**config.mk**
```make
export PLATFORM = sky130hd
export DESIGN_NAME = skpf_merge
export DESIGN_NICKNAME = d
export VERILOG_FILES = /design/src/rtl/core/static_kalman_position_filter_core_macros.svh /design/src/rtl/core/skpf_pkg.sv /design/src/rtl/core/skpf_merge.sv
export SDC_FILE = /design/constraint.sdc
export NUM_CORES = 1
export LEC_CHECK = 0
export ABC_AREA = 1
export BUFFER_PORTS_ARGS = -buffer_cell sky130_fd_sc_hd__buf_2
export CAP_MARGIN = 40
export CORE_AREA = 2 2 103 85
export CTS_CLUSTER_SIZE = 16
export DETAILED_ROUTE_END_ITERATION = 7
export DIE_AREA = 0 0 105 87
export PLACE_DENSITY_LB_ADDON = 0.1
export SLEW_MARGIN = 20
export SYNTH_ARGS = -nofsm -noshare
export SYNTH_HDL_FRONTEND = slang
export SYNTH_SLANG_ARGS = --single-unit
```
**constraint.sdc**
```tcl
create_clock -name clk -period 0.8 [get_ports clk]
set_clock_uncertainty 0.15 [all_clocks]
set_input_delay 0.04 -clock clk [delete_from_list [all_inputs] [get_ports clk]]
set_output_delay 0.04 -clock clk [all_outputs]
set_load 0.02 [all_outputs]
```
**src/rtl/core/static_kalman_position_filter_core_macros.svh**
```systemverilog
// Assertion helpers for the position filter core.
`ifndef STATIC_KALMAN_POSITION_FILTER_CORE_MACROS_SVH
`define STATIC_KALMAN_POSITION_FILTER_CORE_MACROS_SVH

`ifndef SYNTH
`define SKPF_ASSERT_SAME(lbl, clk, rstn, ante, cons) \
  lbl: assert property (@(posedge clk) disable iff (!rstn) (ante) |-> (cons)) \
    else $error("skpf assertion failed");
`define SKPF_ASSERT_NEXT(lbl, clk, rstn, ante, cons) \
  lbl: assert property (@(posedge clk) disable iff (!rstn) (ante) |=> (cons)) \
    else $error("skpf assertion failed");
`else
`define SKPF_ASSERT_SAME(lbl, clk, rstn, ante, cons)
`define SKPF_ASSERT_NEXT(lbl, clk, rstn, ante, cons)
`endif

`endif

```
**src/rtl/core/skpf_pkg.sv**
```systemverilog
package skpf_pkg;

  localparam int AXES      = 3;
  localparam int FRAC_BITS = 30;
  localparam int GAIN_W    = 31;
  localparam int PP_W      = 33;
  localparam int DEN_W     = 34;
  localparam int POS_W     = 32;
  localparam int CFG_IDX_W = 2;

  localparam logic [CFG_IDX_W-1:0] CFG_PROCESS_NOISE     = 2'd0;
  localparam logic [CFG_IDX_W-1:0] CFG_MEASUREMENT_NOISE = 2'd1;
  localparam logic [CFG_IDX_W-1:0] CFG_INITIAL_VARIANCE  = 2'd2;

  localparam logic [29:0] PROCESS_NOISE_RST     = 30'd107374;
  localparam logic [29:0] MEASUREMENT_NOISE_RST = 30'd536871;
  localparam logic [31:0] INITIAL_VARIANCE_RST  = 32'd1073741824;

  localparam logic [GAIN_W-1:0] GAIN_ONE = GAIN_W'(1) << FRAC_BITS;

  typedef struct packed {
    logic capture;
    logic load;
    logic mul;
    logic upd;
  } lane_ctrl_t;

  typedef logic [AXES-1:0][POS_W-1:0] pos_vec_t;

endpackage

```
**src/rtl/core/skpf_merge.sv**
```systemverilog
module skpf_merge (
  input  logic                     clk,
  input  logic                     rst_n,
  input  logic                     load,
  input  skpf_pkg::pos_vec_t       lane_est,
  input  logic                     first,
  input  logic                     out_stall,
  output logic                     out_valid,
  output logic signed [31:0]       out_est_x,
  output logic signed [31:0]       out_est_y,
  output logic signed [31:0]       out_est_z,
  output logic                     out_first_sample
);

  logic                 valid_r, valid_nxt;
  skpf_pkg::pos_vec_t   est_r, est_nxt;
  logic                 first_r, first_nxt;

  always_comb begin
    valid_nxt = valid_r;
    est_nxt   = est_r;
    first_nxt = first_r;
    if (valid_r && !out_stall) begin
      valid_nxt = 1'b0;
    end
    if (load) begin
      valid_nxt = 1'b1;
      est_nxt   = lane_est;
      first_nxt = first;
    end
  end

  always_ff @(posedge clk) begin
    if (!rst_n) begin
      valid_r <= 1'b0;
    end else begin
      valid_r <= valid_nxt;
    end
    est_r   <= est_nxt;
    first_r <= first_nxt;
  end

  assign out_valid        = valid_r;
  assign out_est_x        = est_r[0];
  assign out_est_y        = est_r[1];
  assign out_est_z        = est_r[2];
  assign out_first_sample = first_r;

endmodule

```
== Yosys cells after proc, flatten, opt, wreduce, memory -nomap -nowiden ==
Cells that the tools add are included.
Widths: inputs -> output; s select.
Cells by class
  muxes and demuxes: 2
  reductions and logical operators: 3
Operator list (count)
  $mux 1: 2
  $reduce_bool 2->1: 1
  $logic_and 1x1->1: 1
  $logic_not 1->1: 1
Word-level totals
  register bits after elaboration: 98
  output and inout bits: 98
  input port bits: 101
  logic and storage cells: 10

== Depth between registers and ports, before layout ==
  depth after elaboration: 4
  mapped depth: 2
  depth with buffers taken out: 2

== Worst setup path after synthesis ==
OpenSTA, ideal clock, no wires.
  path kind: register to register
  start: register valid_r, in the netlist out_valid
  end: register valid_r, in the netlist out_valid
  buffers on the path: 0
  arrival: 0.607 ns
  path slack: -0.023 ns
  cell stages (with the launch flop): 3
  clock period less this slack: 0.823 ns
  setup time: 0.066 ns
  cell sequence: dfxtp_1 > nand2_1 > a21oi_2
On the way
  word-level cells in the longest chain between the ends: 2
Ends and longest elaborated chain
  start: declaration: line skpf_merge.sv:15  | logic valid_r, valid_nxt;
  start signal: assignment: line skpf_merge.sv:37  | valid_r <= valid_nxt;
  $logic_and 1x1->1: line skpf_merge.sv:23  | if (valid_r && !out_stall) begin
  $reduce_bool 2->1 (no source line)
No other way between the ends.
A chain may end at the register's enable or synchronous reset.

== Worst setup path after layout ==
  start: register est_r (netlist bit out_est_x[3])
  end: output port out_est_x[3]
RTL lines
  start: declaration: line skpf_merge.sv:16  | skpf_pkg::pos_vec_t est_r, est_nxt;
  start signal: assignment: line skpf_merge.sv:39  | est_r <= est_nxt;
  end: declaration: line skpf_merge.sv:9  | output logic signed [31:0] out_est_x,
No word-level cell between the ends.

==> flow_metrics.tcl <==
set metrics [dict create \
    syn-num-nets 203 \
    reg2reg_depth 2 \
    placed_area_mm2 0.004143 \
    maxSlewViolCount 0 \
    grt_overflow 0 \
    post-route-period-util_pct 139.5 \
    hold_viol_final 7 \
    row_count 30 \
    hp-class "in2reg" \
    avgSynthCellArea_um2 28.95 \
    p_per_area_mw_per_mm2 1921 \
    clk_latency_ns 0.34 \
    cts.path.max_buffers 2 \
    slowest_stage "edfxtp_1" \
    clk_pin_slew_ns 0.09 \
    cp_max_fo 1 \
    worst-setup-path-type "reg2out" \
    final_area_mm2 0.005694 \
    dp_cells 416 \
    worst_ep_arrival_time_ns 0.93 \
    violations "negative hold slack, negative setup slack" \
    cp-start-kind "flip-flop" \
    cp.required_ns 0.61 \
    first_pass_iters 4 \
    layout_common_cells "buf_2 (134), dlygate4sd3_1 (99), edfxtp_1 (97)" \
    status "finished with violations" \
    ios 199 \
    antenna_found_initial 0 \
    gp_congestion 0.7024 \
    area_growth_pct 92.84 \
    rsz0062_at_grt "true" \
    ctsHoldBuffers 99 \
    die-area_mm2 0.009135 \
    grt_max_degree 41 \
    tritoncts "yes" \
    worst_hold_slack_ns -0.02195 \
    route.detailed.drc 0 \
    ys_seq_area_share_pct 99.32 \
    diodes 0 \
    ys_ff_latch 98 \
    finalNonFillerCells 530 \
    worst_slew_pin_slew_ns 0.2130 \
    worst-path-stages 1 \
    start_util_pct 36.09 \
    crit_family "flip-flops" \
    endpoint_kind "primary output" \
    coreArea_mm2 0.008183 \
    ys_types 5 \
    drv_cap 0 \
    synthesis.instances 102 \
    slowest_delay_ns 0.43 \
    grt_pass1_wl_um 11010 \
    grt.total_usage_pct 16.30 \
    die_h_um 87 \
    postCtsSetupRepairBufs 0 \
    final_common_cell "buf_2" \
    max_slew_margin_pct 85.80 \
    ant_nets 0 \
    period_minus_slack_ns 1.116 \
    synth_warnings 0 \
    cts_num_sinks 98 \
    finalWirelength_um 7978 \
    grt_pass1_vias 2256 \
    peakVddDrop_mv 1.230 \
    drt_iter0_drc 60 \
    viasPerCell 4.100 \
    fin_util_pct 69.59 \
    cts_max_level 3 \
    setup_violations 98 \
    tritoncts.num_buffers 9 \
    clk_root_buffer_cell "clkbuf_8" \
    crit_buf_inv 1 \
    num_vias 2173 \
    crit_chain "buf_6" \
    nets 515 \
    fmax_mhz 895.8 \
    port_buffers 198 \
    drive_gt1_share_pct 52.15 \
    netlist_area_mm2 0.002953 \
    wire_per_inst_um 15.05 \
    holdPathStages 2 \
    p_leak_nw 2.410 \
    die_w_um 105 \
    setup_ws_ns -0.3163 \
]
[cells in the mapped netlist (all sizes together)]
cell type | count | share of area (%)
a21oi | 1 | 0.30
inv | 2 | 0.25
dfxtp | 1 | 0.68
nand2 | 1 | 0.13
edfxtp | 97 | 99
[routing by layer]
layer | track usage [%] | part of all wire (%) | up-vias
met1 | 17.50 | 37 | 1014
li1 | - | - | 1031
met2 | 28.10 | 51 | 124
met4 | 4.000 | 0.59 | 0
met3 | 9.349 | 11 | 4
met5 | 0 | 0 | -
[metrics by stage]
stage               total power [mW]  setup TNS (ns)  worst slack (ns)  hold WS (ns)
floorplan                      6.851               0           0.04661      -0.01113
global placement               7.569          -7.021          -0.09085       0.06708
detailed placement             7.579          -7.480          -0.09511       0.06810
CTS                            10.83          -28.37           -0.3290      -0.04753
global route                   11.38          -31.45           -0.3667      -0.03079
finish                         10.94          -26.29           -0.3163      -0.02195
[kinds of logic (layout without fill, tap and decap cells)]
| family | after synthesis | in the layout | synth area share (%) |
|---|---|---|---|
| DFF | 98 | 98 | 99.32 |
| AOI/OAI and AO/OA | 1 | 1 | 0.2967 |
| buffers and inverters | 2 | 318 | 0.2543 |
| and+or+nand+nor | 1 | 1 | 0.1270 |
[worst reg2reg max path, delay by kind of cell, from the launching register on]
kind	cells	cell delay, ns
compound gates	1	0.10
flops	1	0.35
simple gates	1	0.06
[power breakdown]
part           internal [mW]  total [mW]  switching (mW)
registers               6.09        6.24           0.154
clock network           1.12        2.72            1.60
logic                   1.05        1.97           0.915
total                   8.27        10.9            2.67
[registers in the layout (all words and copies together), names as in the netlist]
register / cells
out_est_y: 32
out_est_z: 32
out_valid: 1
out_est_x: 32
out_first_sample: 1
[timing repair]
action,in CTS,in global routing
gates resized for setup,52,76
setup endpoints to repair,98,98
pin swaps,0,0
hold endpoints to repair,105,7
[worst paths after layout]
path                                   start       endpoint  slack, ns
worst min-delay path                    load  out_est_y[24]      -0.02
worst max-delay path            out_est_x[3]   out_est_x[3]      -0.32
worst min register to register     out_valid      out_valid       0.32
worst max register to register     out_valid      out_valid       0.09
[final cells by class]
class / instances / area [um2]
multi-input combinational: 2 / 12.51
clock buffer: 9 / 123.9
clock inverter: 6 / 42.54
sequential: 98 / 2934
fill: 566 / 2489
timing repair buffer: 301 / 2434
inverter: 2 / 7.507
tap: 112 / 140.1
(Power assumes the default switching activity.)
