--- src/rtl/core/static_kalman_position_filter_core_macros.svh ---
// Assertion helpers for the position filter core.
`ifndef STATIC_KALMAN_POSITION_FILTER_CORE_MACROS_SVH
`define STATIC_KALMAN_POSITION_FILTER_CORE_MACROS_SVH

`ifndef SYNTH
`define SKPF_ASSERT_SAME(lbl, clk, rstn, ante, cons) \
  lbl: assert property (@(posedge clk) disable iff (!rstn) (ante) |-> (cons)) \
    else $error("skpf assertion failed");
`define SKPF_ASSERT_NEXT(lbl, clk, rstn, ante, cons) \
  lbl: assert property (@(posedge clk) disable iff (!rstn) (ante) |=> (cons)) \
    else $error("skpf assertion failed");
`else
`define SKPF_ASSERT_SAME(lbl, clk, rstn, ante, cons)
`define SKPF_ASSERT_NEXT(lbl, clk, rstn, ante, cons)
`endif

`endif

--- src/rtl/core/skpf_pkg.sv ---
package skpf_pkg;

  localparam int AXES      = 3;
  localparam int FRAC_BITS = 30;
  localparam int GAIN_W    = 31;
  localparam int PP_W      = 33;
  localparam int DEN_W     = 34;
  localparam int POS_W     = 32;
  localparam int CFG_IDX_W = 2;

  localparam logic [CFG_IDX_W-1:0] CFG_PROCESS_NOISE     = 2'd0;
  localparam logic [CFG_IDX_W-1:0] CFG_MEASUREMENT_NOISE = 2'd1;
  localparam logic [CFG_IDX_W-1:0] CFG_INITIAL_VARIANCE  = 2'd2;

  localparam logic [29:0] PROCESS_NOISE_RST     = 30'd107374;
  localparam logic [29:0] MEASUREMENT_NOISE_RST = 30'd536871;
  localparam logic [31:0] INITIAL_VARIANCE_RST  = 32'd1073741824;

  localparam logic [GAIN_W-1:0] GAIN_ONE = GAIN_W'(1) << FRAC_BITS;

  typedef struct packed {
    logic capture;
    logic load;
    logic mul;
    logic upd;
  } lane_ctrl_t;

  typedef logic [AXES-1:0][POS_W-1:0] pos_vec_t;

endpackage

--- src/rtl/core/skpf_lane.sv ---
module skpf_lane (
  input  logic                               clk,
  input  logic                               rst_n,
  input  skpf_pkg::lane_ctrl_t               ctrl,
  input  logic signed [skpf_pkg::POS_W-1:0]  meas,
  input  logic [skpf_pkg::GAIN_W-1:0]        gain,
  output logic [skpf_pkg::POS_W-1:0]         est
);

  logic signed [skpf_pkg::POS_W-1:0]  meas_r, meas_nxt;
  logic signed [skpf_pkg::POS_W-1:0]  est_r, est_nxt;
  logic signed [63:0]                 prod_r, prod_nxt;
  logic signed [skpf_pkg::POS_W:0]    diff;
  logic signed [64:0]                 prod_full;
  logic signed [63:0]                 step;

  assign diff      = {meas_r[skpf_pkg::POS_W-1], meas_r} - {est_r[skpf_pkg::POS_W-1], est_r};
  assign prod_full = $signed({1'b0, gain}) * diff;
  assign step      = prod_r >>> skpf_pkg::FRAC_BITS;

  always_comb begin
    meas_nxt = ctrl.capture ? meas : meas_r;
    prod_nxt = ctrl.mul ? prod_full[63:0] : prod_r;
    est_nxt  = est_r;
    if (ctrl.load) begin
      est_nxt = meas;
    end else if (ctrl.upd) begin
      est_nxt = est_r + step[skpf_pkg::POS_W-1:0];
    end
  end

  always_ff @(posedge clk) begin
    if (!rst_n) begin
      est_r <= '0;
    end else begin
      est_r <= est_nxt;
    end
    meas_r <= meas_nxt;
    prod_r <= prod_nxt;
  end

  assign est = est_r;

endmodule

--- config.mk ---
export PLATFORM = sky130hd
export DESIGN_NAME = skpf_lane
export DESIGN_NICKNAME = d
export VERILOG_FILES = /design/src/rtl/core/static_kalman_position_filter_core_macros.svh /design/src/rtl/core/skpf_pkg.sv /design/src/rtl/core/skpf_lane.sv
export SDC_FILE = /design/constraint.sdc
export NUM_CORES = 2
export LEC_CHECK = 0
export BUFFER_PORTS_ARGS = -buffer_cell sky130_fd_sc_hd__buf_2
export CAP_MARGIN = 15
export CORE_ASPECT_RATIO = 1.5
export CORE_UTILIZATION = 30
export CTS_CLUSTER_SIZE = 40
export DETAILED_ROUTE_END_ITERATION = 10
export GPL_TIMING_DRIVEN = 1
export PLACE_DENSITY = 0.55
export SLEW_MARGIN = 20
export SYNTH_ARGS = -nofsm -noshare
export SYNTH_HDL_FRONTEND = slang
export SYNTH_SLANG_ARGS = --single-unit
--- constraint.sdc ---
create_clock -name clk -period 13.8 [get_ports clk]
set_clock_uncertainty 0.1 [all_clocks]
set_input_delay 2.76 -clock clk [delete_from_list [all_inputs] [get_ports clk]]
set_output_delay 2.76 -clock clk [all_outputs]
set_load 0.01 [all_outputs]
# ---- Word level (Yosys, flattened, before mapping)
# Cells that the tools add are included.
dict set report word_totals {
  register_bits 126
  in_bits 69
  out_inout_bits 32
}
dict set report classes {
  add_sub_neg 2
  n_reduce_logical 1
  muxes 2
  mul 1
}
# operator count
set op_table {}
lappend op_table {{$mux 32} 2}
lappend op_table {{$mul 32x33->62} 1}
lappend op_table {{$sub 32x32->33} 1}
lappend op_table {{$add 32x32->32} 1}
lappend op_table {{$reduce_bool 2->1} 1}

# ---- Longest topological paths before layout
dict set report depth {
  word_depth 3
  ltp_mapped 40
  depth_no_buf 37
}

# ---- Worst setup path after synthesis
# No wires, ideal clock.
dict set report synth_path {
  kind {input to register}
  startpoint {input port gain[25] in the netlist's numbering}
  endpoint {register prod_r[60], data pin}
  setup_time_ns 0.274
  path_slack_ns 3.703
  stages 26
  arrival_ns 9.723
  cell_sequence {clkbuf_1 -> clkbuf_1 -> clkbuf_1 -> nand2_1 -> fa_1 -> inv_1 -> fa_1 -> inv_1 -> fa_1 -> fa_1 -> inv_1 -> fa_1 -> fa_1 -> fa_1 -> fa_1 -> ha_1 -> and2_1 -> and3_1 -> nand3_1 -> a21o_1 -> o41ai_2 -> nor4bb_1 -> o21ai_2 -> a221oi_2 -> o41ai_1 -> xor2_1}
}
dict set report synth_between {
  elab_chain_cells 1
}
# element line
set synth_rtl {}
lappend synth_rtl {{from (decl)} skpf_lane.sv:6} ;# input logic [skpf_pkg::GAIN_W-1:0] gain,
lappend synth_rtl {{$mul 32x33->62} skpf_lane.sv:18} ;# assign prod_full = $signed({1'b0, gain}) * diff;
lappend synth_rtl {{via prod_full[60]} skpf_lane.sv:14} ;# logic signed [64:0] prod_full;
lappend synth_rtl {{to (signal assigned)} skpf_lane.sv:39} ;# prod_r <= prod_nxt;
lappend synth_rtl {{to (decl)} skpf_lane.sv:12} ;# logic signed [63:0] prod_r, prod_nxt;
# The timed path passes the listed nets, and every way through them passes these cells.
# A chain may end at the register's enable or synchronous reset.

# ---- Worst setup path in the final report
dict set report layout_path {
  startpoint {register est_r, in the netlist est[9]}
  endpoint {register prod_r[60], data pin}
}
dict set report layout_between {
  elab_chain_cells 2
}
# element line
set layout_rtl {}
lappend layout_rtl {{from (decl)} skpf_lane.sv:11} ;# logic signed [skpf_pkg::POS_W-1:0] est_r, est_nxt;
lappend layout_rtl {{from (signal assigned)} skpf_lane.sv:36} ;# est_r <= est_nxt;
lappend layout_rtl {{$sub 32x32->33} skpf_lane.sv:17} ;# assign diff = {meas_r[skpf_pkg::POS_W-1], meas_r} - {est_r[skpf_pkg::POS_W-1], est_r};
lappend layout_rtl {{$mul 32x33->62} skpf_lane.sv:18}
lappend layout_rtl {{via prod_full[60]} skpf_lane.sv:14}
# The timed path passes the listed nets, and every way through them passes these cells.

==> impl_results.html <==
<table>
<tr><th>Metric</th><th>Value</th></tr>
<tr><th colspan="2">Run status</th></tr>
<tr><td>Outcome</td><td>completed</td></tr>
<tr><th colspan="2">Clocking</th></tr>
<tr><td>Cts bufs inserted</td><td>9</td></tr>
<tr><td>CTS tree</td><td>built</td></tr>
<tr><td>Worst-skew pair later-pin latency</td><td>between 300 and 400 ps</td></tr>
<tr><td>Clk pin slew, worst setup/hold paths</td><td>around 70 ps</td></tr>
<tr><td>H-tree lvl count</td><td>3</td></tr>
<tr><td>Number of post-CTS setup repair buffers</td><td>0</td></tr>
<tr><td>CTS-repair resized insts</td><td>0</td></tr>
<tr><td>Clock Tree Buf Depth</td><td>2</td></tr>
<tr><td>Hold bufs inserted after CTS</td><td>0</td></tr>
<tr><td>Number of clock sinks seen by CTS</td><td>96</td></tr>
<tr><td>Clock root buffer master</td><td>clkbuf_16</td></tr>
<tr><th colspan="2">Detailed routing</th></tr>
<tr><td>Routed vias</td><td>just over 30k</td></tr>
<tr><td>Drt initial violations</td><td>1,407</td></tr>
<tr><td>DRC viols</td><td>0</td></tr>
<tr><td>Number of nets with antenna violations after routing</td><td>0</td></tr>
<tr><td>Drt pass-1 iters</td><td>5</td></tr>
<tr><td>Via-to-Cell Ratio</td><td>4.83</td></tr>
<tr><td>Routed length per instance</td><td>19.9 um</td></tr>
<tr><td>Post-Route WL</td><td>roughly 130,000 um</td></tr>
<tr><th colspan="2">Job</th></tr>
<tr><td>Max Cap Viol</td><td>0</td></tr>
<tr><th colspan="2">Hold path</th></tr>
<tr><td>Type of the worst min-delay path</td><td>reg2reg</td></tr>
<tr><td>Depth of the worst hold-timing path</td><td>2</td></tr>
<tr><td>Worst hold path startpoint</td><td>est[11]</td></tr>
<tr><td>Hold worst-path end</td><td>est[11]</td></tr>
<tr><th colspan="2">Critical path</th></tr>
<tr><td>Worst setup path category</td><td>reg2reg</td></tr>
<tr><td>Reg2Reg Capture Point</td><td>prod_r[60]</td></tr>
<tr><td>CP Depth</td><td>34</td></tr>
<tr><td>Crit path DAT</td><td>~11,000 ps</td></tr>
<tr><td>Worst Reg2Reg Path Length in Cells</td><td>34</td></tr>
<tr><td>Kind of cell adding the most delay to the critical path</td><td>adder cells</td></tr>
<tr><td>CP Buf/Inv Count</td><td>4</td></tr>
<tr><td>Slowest library cell on the worst path</td><td>nor4bb_1</td></tr>
<tr><td>Kind of capture point of the worst setup path</td><td>flop</td></tr>
<tr><td>Startpoint types</td><td>flop</td></tr>
<tr><td>Worst EP required</td><td>between 10,000 and 15,000 ps</td></tr>
<tr><td>Worst-path maximum fanout</td><td>29</td></tr>
<tr><td>Internal reg-to-reg setup slack</td><td>2320 ps</td></tr>
<tr><td>Cell seen most often among critical-path stages</td><td>fa_1</td></tr>
<tr><td>Maximum single-stage delay on the critical path</td><td>700 ps</td></tr>
<tr><td>Worst r2r src</td><td>est[9]</td></tr>
<tr><td>Critical Path Source</td><td>est[9]</td></tr>
<tr><th colspan="2">STA</th></tr>
<tr><td>Fin crit share</td><td>83.2%</td></tr>
<tr><td>Setup violators final</td><td>0</td></tr>
<tr><td>Max-slew violation count</td><td>0</td></tr>
<tr><td>Slew margin rel.</td><td>29.7%</td></tr>
<tr><td>Achievable clock frequency</td><td>87.1 MHz</td></tr>
<tr><td>Min cycle time layout</td><td>11,480 ps</td></tr>
<tr><td>Setup Total Neg Slack</td><td>0 ps</td></tr>
<tr><td>Worst-margin pin slew</td><td>around 1100 ps</td></tr>
<tr><td>RSZ-0062 raised after global routing</td><td>no</td></tr>
<tr><td>Hold Fails Final Rpt</td><td>0</td></tr>
<tr><th colspan="2">Logic synthesis</th></tr>
<tr><td>Post-Syn Nets</td><td>between 5k and 6k</td></tr>
<tr><td>Synth Flop Type</td><td>edfxtp_1</td></tr>
<tr><td>Post-Synthesis Cell Area</td><td>about 42,000 um2</td></tr>
<tr><td>Number of warnings printed during yosys synthesis</td><td>0</td></tr>
<tr><td>Portion of synthesized cell area occupied by the leading cell type</td><td>~49%</td></tr>
<tr><td>Area share of and/or/nand/nor cells after synthesis</td><td>around 17%</td></tr>
<tr><td>Synthesized instance count</td><td>between 4k and 5k</td></tr>
<tr><td>Multiplexer share of the synthesized area</td><td>1.71%</td></tr>
<tr><td>Area fraction in compound gates after synthesis</td><td>under 10%</td></tr>
<tr><td>XOR/XNOR share of the synthesized area</td><td>2.75%</td></tr>
<tr><td>Library cell with the largest summed area after synthesis</td><td>fa_1</td></tr>
<tr><td>Sequential fraction of the synthesis area</td><td>under 10%</td></tr>
<tr><td>Post-synth EDFFs</td><td>64</td></tr>
<tr><td>Flip-flop and latch count after synthesis</td><td>96</td></tr>
<tr><td>Dominant combinational cell family by area after synthesis</td><td>adder cells</td></tr>
<tr><td>Unique masters post-synth</td><td>80</td></tr>
<tr><td>Avg Cell Area, Syn</td><td>approximately 9.5 um2</td></tr>
<tr><td>Share of flip-flops with an asynchronous set or reset</td><td>0%</td></tr>
<tr><td>Post-synthesis share of cell area spent on full adders, half adders and majority gates</td><td>between 50% and 60%</td></tr>
<tr><td>Top cells by area, synth</td><td>fa_1, and2_1, inv_1</td></tr>
<tr><th colspan="2">Global route</th></tr>
<tr><td>First-pass GRT wire length</td><td>roughly 200,000 um</td></tr>
<tr><td>Pin count of the biggest net entering global routing</td><td>between 60 and 70</td></tr>
<tr><td>Total GRT Usage</td><td>18.2%</td></tr>
<tr><td>Via count of the first global-routing pass</td><td>34.0k</td></tr>
<tr><td>Global route total overflow</td><td>0</td></tr>
<tr><td>Number of antenna violations at the first check in global routing</td><td>13</td></tr>
<tr><th colspan="2">Die</th></tr>
<tr><td>Std-Cell Core Area</td><td>~140,000 um2</td></tr>
<tr><td>Die Wd</td><td>around 300 um</td></tr>
<tr><td>I/O pin count</td><td>101</td></tr>
<tr><td>Die height</td><td>462 um</td></tr>
<tr><td>Die area</td><td>143,000 um2</td></tr>
<tr><td>Cell row count</td><td>around 170</td></tr>
<tr><td>Initial Utilization</td><td>30.3%</td></tr>
<tr><th colspan="2">Finish</th></tr>
<tr><td>Fraction of layout cells with a size suffix above 1</td><td>approximately 5.0%</td></tr>
<tr><td>Post-Route Utilization</td><td>around a third</td></tr>
<tr><td>Most frequent cells in the layout</td><td>fa_1, inv_1, and2_1, nand2_1, ha_1</td></tr>
<tr><td>Most common cell after layout, fill and taps aside</td><td>fa_1</td></tr>
<tr><td>Area growth from synthesis to layout</td><td>6.81%</td></tr>
<tr><td>Net count reported at finish</td><td>5,754</td></tr>
<tr><th colspan="2">Placed design</th></tr>
<tr><td>Final weighted congestion of routability-driven global placement</td><td>0.863</td></tr>
<tr><td>Number of input and output port buffers inserted</td><td>100</td></tr>
<tr><td>Post-detailed-placement half-perimeter wirelength</td><td>101,000 um</td></tr>
</table>
==> sequential cells by signal, indices dropped and copies added (netlist names) <==
register  cells
est          32
meas_r       32
prod_r       32
==> cells by family after synthesis <==
logic type | Yosys count
muxes | 70
adders and majority gates | 1287
buffers and inverters | 1152
xor gates and xnor gates | 133
and+or+nand+nor | 1339
DFF | 96
AOI/OAI and AO/OA | 394
==> routing by layer <==
metal / up-vias / part of all wire (%) / GRT usage, %
met3: 256 / 2.9 / 1.25
met2: 711 / 57 / 36.1
li1: 13200 / - / -
met1: 16100 / 35 / 19.4
met4: 2 / 5.2 / 8.21
met5: - / 0.0096 / 0
==> worst max-delay path by stage <==
stage,to,slack (ps)
floorplan,prod_r[60],3700
global placement,prod_r[60],2440
detailed placement,prod_r[60],2410
CTS,prod_r[60],2410
global route,prod_r[60],1770
finish,prod_r[60],2320
==> area by class of cell <==
cell class / count / area [um2]
Fill cell: 14800 / 94700
Multi-Input combinational cell: 3223 / 35700
Inverter: 912 / 3420
Sequential cell: 96 / 2560
Tap cell: 1870 / 2340
Timing Repair Buffer: 156 / 921
Clock buffer: 12 / 279
Clock inverter: 4 / 53.8
Antenna cell: 2 / 5.00
==> worst register-to-register path, delay by kind of cell, from the launching register on <==
family,cells,cell delay [ps]
xor+xnor,1,170
buf+inv,4,680
compound gates,11,2710
simple gates,7,1890
mux,1,340
flops,1,400
fa+ha+maj,10,4930
==> stage by stage <==
stage               hold slack [ps]  area (um2)  setup slack (ps)  cells
CTS                             470       45200              2410   6273
global route                    507       45200              1770   6273
floorplan                       479       42400              3700   4471
finish                          467       45200              2320   6275
detailed placement              464       44900              2410   6257
global placement                456       44900              2440   6257
==> synth_stat cells (55+ instances only) <==
master	n
ha_1	255
nand2b_1	98
inv_1	911
edfxtp_1	64
xnor2_1	95
fa_1	1032
clkbuf_1	222
a21oi_1	108
and2_1	572
nand2_1	472
nor2_1	55
a21o_1	68
o21ai_0	65
nor2b_1	55
Power is left out: the tool's default activity adds up to more than one toggle a clock period on the data nets, which glitch-free logic cannot reach.
