==> src/rtl/core/static_kalman_position_filter_core_macros.svh <==
// Assertion helpers for the position filter core.
`ifndef STATIC_KALMAN_POSITION_FILTER_CORE_MACROS_SVH
`define STATIC_KALMAN_POSITION_FILTER_CORE_MACROS_SVH

`ifndef SYNTH
`define SKPF_ASSERT_SAME(lbl, clk, rstn, ante, cons) \
  lbl: assert property (@(posedge clk) disable iff (!rstn) (ante) |-> (cons)) \
    else $error("skpf assertion failed");
`define SKPF_ASSERT_NEXT(lbl, clk, rstn, ante, cons) \
  lbl: assert property (@(posedge clk) disable iff (!rstn) (ante) |=> (cons)) \
    else $error("skpf assertion failed");
`else
`define SKPF_ASSERT_SAME(lbl, clk, rstn, ante, cons)
`define SKPF_ASSERT_NEXT(lbl, clk, rstn, ante, cons)
`endif

`endif

==> src/rtl/core/skpf_pkg.sv <==
package skpf_pkg;

  localparam int AXES      = 3;
  localparam int FRAC_BITS = 30;
  localparam int GAIN_W    = 31;
  localparam int PP_W      = 33;
  localparam int DEN_W     = 34;
  localparam int POS_W     = 32;
  localparam int CFG_IDX_W = 2;

  localparam logic [CFG_IDX_W-1:0] CFG_PROCESS_NOISE     = 2'd0;
  localparam logic [CFG_IDX_W-1:0] CFG_MEASUREMENT_NOISE = 2'd1;
  localparam logic [CFG_IDX_W-1:0] CFG_INITIAL_VARIANCE  = 2'd2;

  localparam logic [29:0] PROCESS_NOISE_RST     = 30'd107374;
  localparam logic [29:0] MEASUREMENT_NOISE_RST = 30'd536871;
  localparam logic [31:0] INITIAL_VARIANCE_RST  = 32'd1073741824;

  localparam logic [GAIN_W-1:0] GAIN_ONE = GAIN_W'(1) << FRAC_BITS;

  typedef struct packed {
    logic capture;
    logic load;
    logic mul;
    logic upd;
  } lane_ctrl_t;

  typedef logic [AXES-1:0][POS_W-1:0] pos_vec_t;

endpackage

==> src/rtl/core/skpf_gain_div.sv <==
module skpf_gain_div (
  input  logic                            clk,
  input  logic                            rst_n,
  input  logic                            start,
  input  logic [skpf_pkg::PP_W-1:0]       pp,
  input  logic [skpf_pkg::DEN_W-1:0]      den,
  output logic                            done,
  output logic [skpf_pkg::GAIN_W-1:0]     gain
);

  localparam int CNT_W = $clog2(skpf_pkg::GAIN_W);
  localparam logic [CNT_W-1:0] LAST = CNT_W'(skpf_pkg::GAIN_W - 1);

  logic                          busy_r, busy_nxt;
  logic                          done_r, done_nxt;
  logic [CNT_W-1:0]              cnt_r, cnt_nxt;
  logic [skpf_pkg::DEN_W-1:0]    rem_r, rem_nxt;
  logic [skpf_pkg::DEN_W-1:0]    den_r, den_nxt;
  logic [skpf_pkg::GAIN_W-1:0]   q_r, q_nxt;
  logic                          nbit_r, nbit_nxt;
  logic                          zero_r, zero_nxt;
  logic [skpf_pkg::DEN_W:0]      trial;
  logic [skpf_pkg::DEN_W:0]      diff;
  logic                          take;

  // restoring division of pp * 2^30 by den; quotient never exceeds 31 bits
  assign trial = {rem_r, nbit_r};
  assign diff  = trial - {1'b0, den_r};
  assign take  = trial >= {1'b0, den_r};

  always_comb begin
    busy_nxt = busy_r;
    done_nxt = 1'b0;
    cnt_nxt  = cnt_r;
    rem_nxt  = rem_r;
    den_nxt  = den_r;
    q_nxt    = q_r;
    nbit_nxt = nbit_r;
    zero_nxt = zero_r;
    if (start) begin
      busy_nxt = 1'b1;
      cnt_nxt  = '0;
      rem_nxt  = {2'b00, pp[skpf_pkg::PP_W-1:1]};
      nbit_nxt = pp[0];
      den_nxt  = den;
      zero_nxt = (den == '0);
      q_nxt    = '0;
    end else if (busy_r) begin
      rem_nxt  = take ? diff[skpf_pkg::DEN_W-1:0] : trial[skpf_pkg::DEN_W-1:0];
      q_nxt    = {q_r[skpf_pkg::GAIN_W-2:0], take};
      nbit_nxt = 1'b0;
      cnt_nxt  = cnt_r + CNT_W'(1);
      if (cnt_r == LAST) begin
        busy_nxt = 1'b0;
        done_nxt = 1'b1;
      end
    end
  end

  always_ff @(posedge clk) begin
    if (!rst_n) begin
      busy_r <= 1'b0;
      done_r <= 1'b0;
      cnt_r  <= '0;
    end else begin
      busy_r <= busy_nxt;
      done_r <= done_nxt;
      cnt_r  <= cnt_nxt;
    end
    rem_r  <= rem_nxt;
    den_r  <= den_nxt;
    q_r    <= q_nxt;
    nbit_r <= nbit_nxt;
    zero_r <= zero_nxt;
  end

  assign done = done_r;
  assign gain = zero_r ? '0 : q_r;

endmodule

==> config.mk <==
export PLATFORM = sky130hd
export DESIGN_NAME = skpf_gain_div
export DESIGN_NICKNAME = d
export VERILOG_FILES = /design/src/rtl/core/static_kalman_position_filter_core_macros.svh /design/src/rtl/core/skpf_pkg.sv /design/src/rtl/core/skpf_gain_div.sv
export SDC_FILE = /design/constraint.sdc
export NUM_CORES = 1
export LEC_CHECK = 0
export BUFFER_PORTS_ARGS = -buffer_cell sky130_fd_sc_hd__buf_2
export CAP_MARGIN = 20
export CELL_PAD_IN_SITES_DETAIL_PLACEMENT = 1
export CELL_PAD_IN_SITES_GLOBAL_PLACEMENT = 2
export CORE_UTILIZATION = 36
export DETAILED_ROUTE_END_ITERATION = 12
export GPL_ROUTABILITY_DRIVEN = 0
export PLACE_DENSITY_LB_ADDON = 0.1
export SYNTH_ARGS = -nofsm -noshare
export SYNTH_HDL_FRONTEND = slang
export SYNTH_SLANG_ARGS = --single-unit
==> constraint.sdc <==
create_clock -name clk -period 4.2 [get_ports clk]
set_input_delay 1.26 -clock clk [delete_from_list [all_inputs] [get_ports clk]]
set_output_delay 1.26 -clock clk [all_outputs]
set_load 0.02 [all_outputs]
Yosys cells after proc, flatten, opt, wreduce, memory -nomap -nowiden
Cells that the tools add are included.
{"block": "op_classes", "magnitude_cmp": 1, "bitwise_logic": 2, "reduce_logical": 4, "eq_ne": 1, "addsub": 2, "mux": 10}
{"op": "$mux 32", "n": 2}
{"op": "$ge 35x34->1", "n": 1}
{"op": "$logic_not 34->1", "n": 1}
{"op": "$mux 34", "n": 1}
{"op": "$sub 34x34->34", "n": 1}
{"op": "$mux 31", "n": 1}
{"op": "$mux 1", "n": 6}
{"op": "$add 5x1->5 const B", "n": 1}
{"op": "$eq 5x5->1 const B", "n": 1}
{"op": "$reduce_or 3->1", "n": 1}
{"op": "$not 1->1", "n": 2}
{"op": "$reduce_bool 2->1", "n": 1}
{"op": "$reduce_or 2->1", "n": 1}
{"block": "word_totals", "input_bits": 70, "word_cells": 29, "reg_bits": 108, "out_inout_bits": 32}

Logic depth before layout (Yosys ltp)
{"block": "logic_depth", "depth_word": 4, "mapped_depth": 13, "ltp_nobuf": 11}

Least setup slack after synthesis
Ideal clock, no wire load.
{"block": "synth_path", "path_type": "input-to-reg", "start": "in start", "end": "reg nbit_r (enable)", "cell_stages": 4, "path_buffers": 2, "setup_time_ps": 485, "required_time_ps": 3715, "slack_ps": 1220, "arrival_time_ps": 2496, "path_cell_list": "inv_1 clkbuf_1 clkbuf_1 nand2_1"}
{"block": "synth_between", "elab_chain_cells": 1}
{"element": "start: declaration", "line_no": "skpf_gain_div.sv:4", "text": "input logic start,"}
{"element": "$reduce_bool 2->1 (no source line)"}
{"element": "end signal: assignment", "line_no": "skpf_gain_div.sv:73", "text": "nbit_r <= nbit_nxt;"}
{"element": "end: declaration", "line_no": "skpf_gain_div.sv:20", "text": "logic nbit_r, nbit_nxt;"}
Every way passes these cells.
A chain may end at the register's enable or synchronous reset.

Worst setup path after layout
{"block": "layout_path", "start": "reg rem_r[15] in the netlist's numbering", "end": "reg rem_r[28] in the netlist's numbering (data pin)"}
{"block": "layout_between", "elab_chain_cells": 4, "word_cells_on_any_way": 5, "classes_between": "add/sub (1); order compare (1); mux (3)"}
{"element": "start: declaration", "line_no": "skpf_gain_div.sv:17", "text": "logic [skpf_pkg::DEN_W-1:0] rem_r, rem_nxt;"}
{"element": "start signal: assignment", "line_no": "skpf_gain_div.sv:70", "text": "rem_r <= rem_nxt;"}
{"element": "$sub 34x34->34 or $ge 35x34->1 (tied branches)", "line_no": "skpf_gain_div.sv:28, skpf_gain_div.sv:29"}
{"element": "$mux 34 *", "line_no": "skpf_gain_div.sv:49", "text": "rem_nxt = take ? diff[skpf_pkg::DEN_W-1:0] : trial[skpf_pkg::DEN_W-1:0];"}
{"element": "$mux 32 *", "line_no": "skpf_gain_div.sv:48", "text": "end else if (busy_r) begin"}
{"element": "$mux 32 *", "line_no": "skpf_gain_div.sv:40", "text": "if (start) begin"}
{"element": "named net rem_nxt, one bit", "line_no": "skpf_gain_div.sv:17"}
The timed path passes the listed nets; every way through them passes the cells marked *. The select of a mux whose other input is x is not followed.

==> results by stage <==
Placement:
- The wire-length estimate of the detail-placed layout is 13810 um.
- The count of input and output buffers is 101.
- Before CTS, the worst setup slack after placement is 671.1 ps.
- In this run the cell area measured after placement is 0.007276 mm^2.
- The number of placed instances, taps included, is 984.

Power and ir drop:
- The cell internal power dissipation is 2.257 mW.
- The total power is 3.538 mW.
- The power share of the clock group is 24.4%.
- The part of the power in registers is 37.3%.
- The static leakage power is 3.244 nW.
- The combinational group share of total power is 38.3%.
- The reported net switching power is 1.281 mW.
- Across the VDD grid, the largest voltage drop is 0.0002002 V.
- In this run the power density over the cells is 465.6 mW/mm^2.
- Net switching is 36.20% of the power.

Floorplan:
- The area of the die is 0.01872 mm^2.
- The count of pins on the block boundary is 102.
- The area of the core is 0.01754 mm^2.
- Once the floorplan was initialized, standard cells occupied 37.32% of the core.
- The cell row count is 48.
- In this run the vertical extent of the chip is 136.8 um.
- The width of the die is 136.8 um.

Routing:
- The number of DRC markers after the initial detailed-route iteration is 220.
- For this run, design rule violations remaining after detail routing come to 0.
- In the routed layout, each cell is associated on average with a via count of 5.326.
- The routed wire length per instance is 18.31 um.
- The final wirelength is 18330 um.
- The pre-antenna-repair detailed-routing pass consisted of 4 iterations.
- Summing over every cut layer, the via total after detailed routing is 5331.
- Once detail routing completed, the nets flagged for antenna violations numbered 0.

Clock network:
- For this design, the CTS-stage hold fixing added 0 buffers.
- The longest clock path from root to sink contains 2 buffers.
- Buffers inserted during clock tree synthesis total 9.
- The number of setup buffers added after CTS is 0.
- The number of sinks handled by clock tree synthesis is 108.
- The cell at the root of the clock tree is sky130_fd_sc_hd__clkbuf_16.
- In this run, post-CTS repair resized a total of 0 instances.
- The number of H-tree levels is 3.
- After clock tree synthesis, the clock-pin slew on the worst setup and hold paths is 70 ps.
- TritonCTS built the clock tree.
- The clock insertion delay at the later pin of the skew report is 360 ps.

Min path:
- The endpoint of the worst hold path is q_r[30]$_SDFFE_PP0P_.
- The count of cells along the worst hold path is 2.
- The worst min-delay path class is register to register.
- The startpoint identified for the worst hold timing path is q_r[30]$_SDFFE_PP0P_.

STA:
- Setup violations remaining at the end of the flow were counted as 0.
- The share of the clock period used by the worst path after layout is 82.48%.
- At the pin with the least slew margin, the transition time is 973.9 ps.
- The number of hold violations in the final report came to 0.
- Setup repair after global routing left no endpoint under its margin.
- The worst hold slack across all endpoints is 508.4 ps.
- The maximum clock skew at final layout is 10.77 ps.
- The minimum clock period after layout is 3464 ps.
- The total negative setup slack is 0 ps.
- The final worst-path setup slack is 735.7 ps.
- The relative slew slack is 34.48%.
- Timing would allow up to 288.7 MHz.
- The final count of pins violating max slew is 0.

Worst setup path:
- The critical path start-end classification is register to register.
- The reg-to-reg startpoint is rem_r[15]$_DFFE_PP_.
- In this design, the stage delay of the slowest critical-path cell is 430 ps.
- Traced cell by cell, the critical path runs through ha_1, a21oi_1, o21ai_0, a221oi_2, nand2_1, o21ai_2, o21ba_4, nor2_1, a221o_1.
- The critical-path cell with the highest stage delay is sky130_fd_sc_hd__o21ba_4.
- The data required time at the worst endpoint is 4300 ps.
- The path depth of the worst reg2reg path is 9.
- STA classifies the critical path startpoint as a register.
- The endpoint identified for the worst register-to-register timing path is rem_r[28]$_DFFE_PP_.
- The reg2reg setup slack is 740 ps.
- For the worst setup path, the data arrival time is 3570 ps.
- The endpoint class of the critical path is a register.
- The maximum net fanout on the critical path is 25.

Final layout:
- The final antenna diode count is 0.
- Excluding fillers, the count of instances in the completed layout stands at 1001.
- The fraction of layout cells with a size suffix above 1 is 20.36%.
- The post-layout net count is 878.
- The filler cell count in the final layout is 2077.
- The area growth from synthesis to layout is 16.12%.
- At the end of the flow the core is filled with cells to 43.34%.
- The area of all placed cells without fillers is 0.007600 mm^2.

Synth:
- During synthesis, Yosys emitted a total of 0 warnings.
- The synthesized design contains 108 register bits.
- The synthesized netlist net count is 784.
- The most instantiated flip-flop cell in the synthesis netlist is sky130_fd_sc_hd__edfxtp_1.
- The synthesized netlist contains 72 unique library cells.
- The most numerous cell in the Yosys netlist is sky130_fd_sc_hd__nor2_1.
- By area the synthesized netlist is led by sky130_fd_sc_hd__edfxtp_1 (31%), sky130_fd_sc_hd__dfxtp_1 (12%), sky130_fd_sc_hd__ha_1 (6.9%).
- The average cell area after synthesis is 9.668 um^2.
- In the synthesized netlist, the number of instances is 677.
- sky130_fd_sc_hd__edfxtp_1 takes more of the synthesized area than any other cell.
- Ranked by instance count, the synthesized netlist is headed by sky130_fd_sc_hd__nor2_1 (78), sky130_fd_sc_hd__edfxtp_1 (68), sky130_fd_sc_hd__nand2_1 (63).
- The count of flip-flops with a built-in enable after synthesis is 68.
- The share of synthesized flip-flops with an asynchronous set or reset is 0%.
- The sequential-to-total area share from yosys stat is 43.43%.
- The netlist area before placement is 0.006545 mm^2.
- The share of the synthesized area in the top cell type is 31.20%.

GRT:
- The number of antenna violations at the first check in global routing is 1.
- Across every metal layer, demand over resource in global routing totals 20.75%.
- The first global-routing pass estimated 29500 um of wire.
- The total overflow left after global routing is 0.
- The via count of the first global-routing pass came to 5612.
- The largest net degree at the start of global routing is 52.

Outcome:
- The flow ran to the end, and the final reports show no timing, DRC or antenna violations.

Job:
- The total of max-cap violations is 0.
-- cell families (layout without fill, tap and decap cells) --
logic type,count (synthesis),after routing,synth area share (%)
AOI/OAI and AO/OA,141,141,16.21
adders and majority gates,37,37,7.188
buffers and inverters,74,173,4.588
and+or+nand+nor,248,248,18.60
muxes,37,37,5.697
DFF,108,108,43.43
xor gates and xnor gates,32,32,4.282
-- critical path, delay by kind of cell, from the launching register on --
family	cells	cell delay, ps
AND/OR/NAND/NOR	2	420
adder cells (fa/ha/maj)	1	410
AO/OA/AOI/OAI	6	1950
flip-flops	1	420
-- area by class of cell --
| class | instances | area, um^2 | area share [%] |
|---|---|---|---|
| multi-input combinational | 495 | 3402 | 44.76 |
| clock buffer | 11 | 254.0 | 3.342 |
| sequential | 108 | 2844 | 37.42 |
| clock inverter | 5 | 42.54 | 0.5598 |
| inverter | 46 | 172.7 | 2.272 |
| tap | 225 | 281.5 | 3.704 |
| timing repair buffer | 111 | 603.1 | 7.935 |
-- power by group through the flow --
stage	Clock, mW	Combinational (mW)	Sequential [mW]
after detailed placement	0	1.35	1.35
after CTS	0.894	1.36	1.33
after global placement	0	1.33	1.35
after floorplan	0	1.03	1.32
after global routing	0.931	1.51	1.33
final	0.863	1.35	1.32
-- state kept, by name, indices dropped and copies added, names as in the netlist --
name and count:
den_r 34, q_r 31, rem_r 34, done 1, nbit_r 1, cnt_r 5, busy_r 1, zero_r 1
-- placed cells by master (no fill, tap or decap), drive strengths merged, types with 9 or more instances in the layout --
master	count
nand3	14
nor2	78
and3	13
a221o	9
buf	111
o21ai	21
inv	48
mux2i	35
a31oi	16
xnor2	23
a21o	10
clkbuf	11
nor2b	34
ha	36
nor4	10
edfxtp	68
nand4	10
o21bai	9
a21oi	37
dfxtp	40
xor2	9
nand2	65
-- metal layers --
layer / track usage [%] / vias to the layer above / wire length, um
met1: 26.01 / 2606 / 8168
met4: 6.593 / 2 / 327
met5: 0 / - / 10
met2: 35.56 / 86 / 9006
met3: 4.259 / 19 / 820
li1: - / 2618 / -
-- how the worst max path moves through the flow --
stage | start | endpoint | slack (ps) | depth (start not counted)
final | rem_r[15]$_DFFE_PP_ | rem_r[28]$_DFFE_PP_ | 740 | 9
after floorplan | start | nbit_r$_SDFFCE_PN0P_ | 1220 | 4
after global placement | rem_r[15]$_DFFE_PP_ | rem_r[28]$_DFFE_PP_ | 740 | 9
after global routing | rem_r[20]$_DFFE_PP_ | rem_r[28]$_DFFE_PP_ | 470 | 9
after detailed placement | rem_r[15]$_DFFE_PP_ | rem_r[28]$_DFFE_PP_ | 670 | 9
after CTS | rem_r[15]$_DFFE_PP_ | rem_r[28]$_DFFE_PP_ | 650 | 9
(Power assumes the default switching activity.)
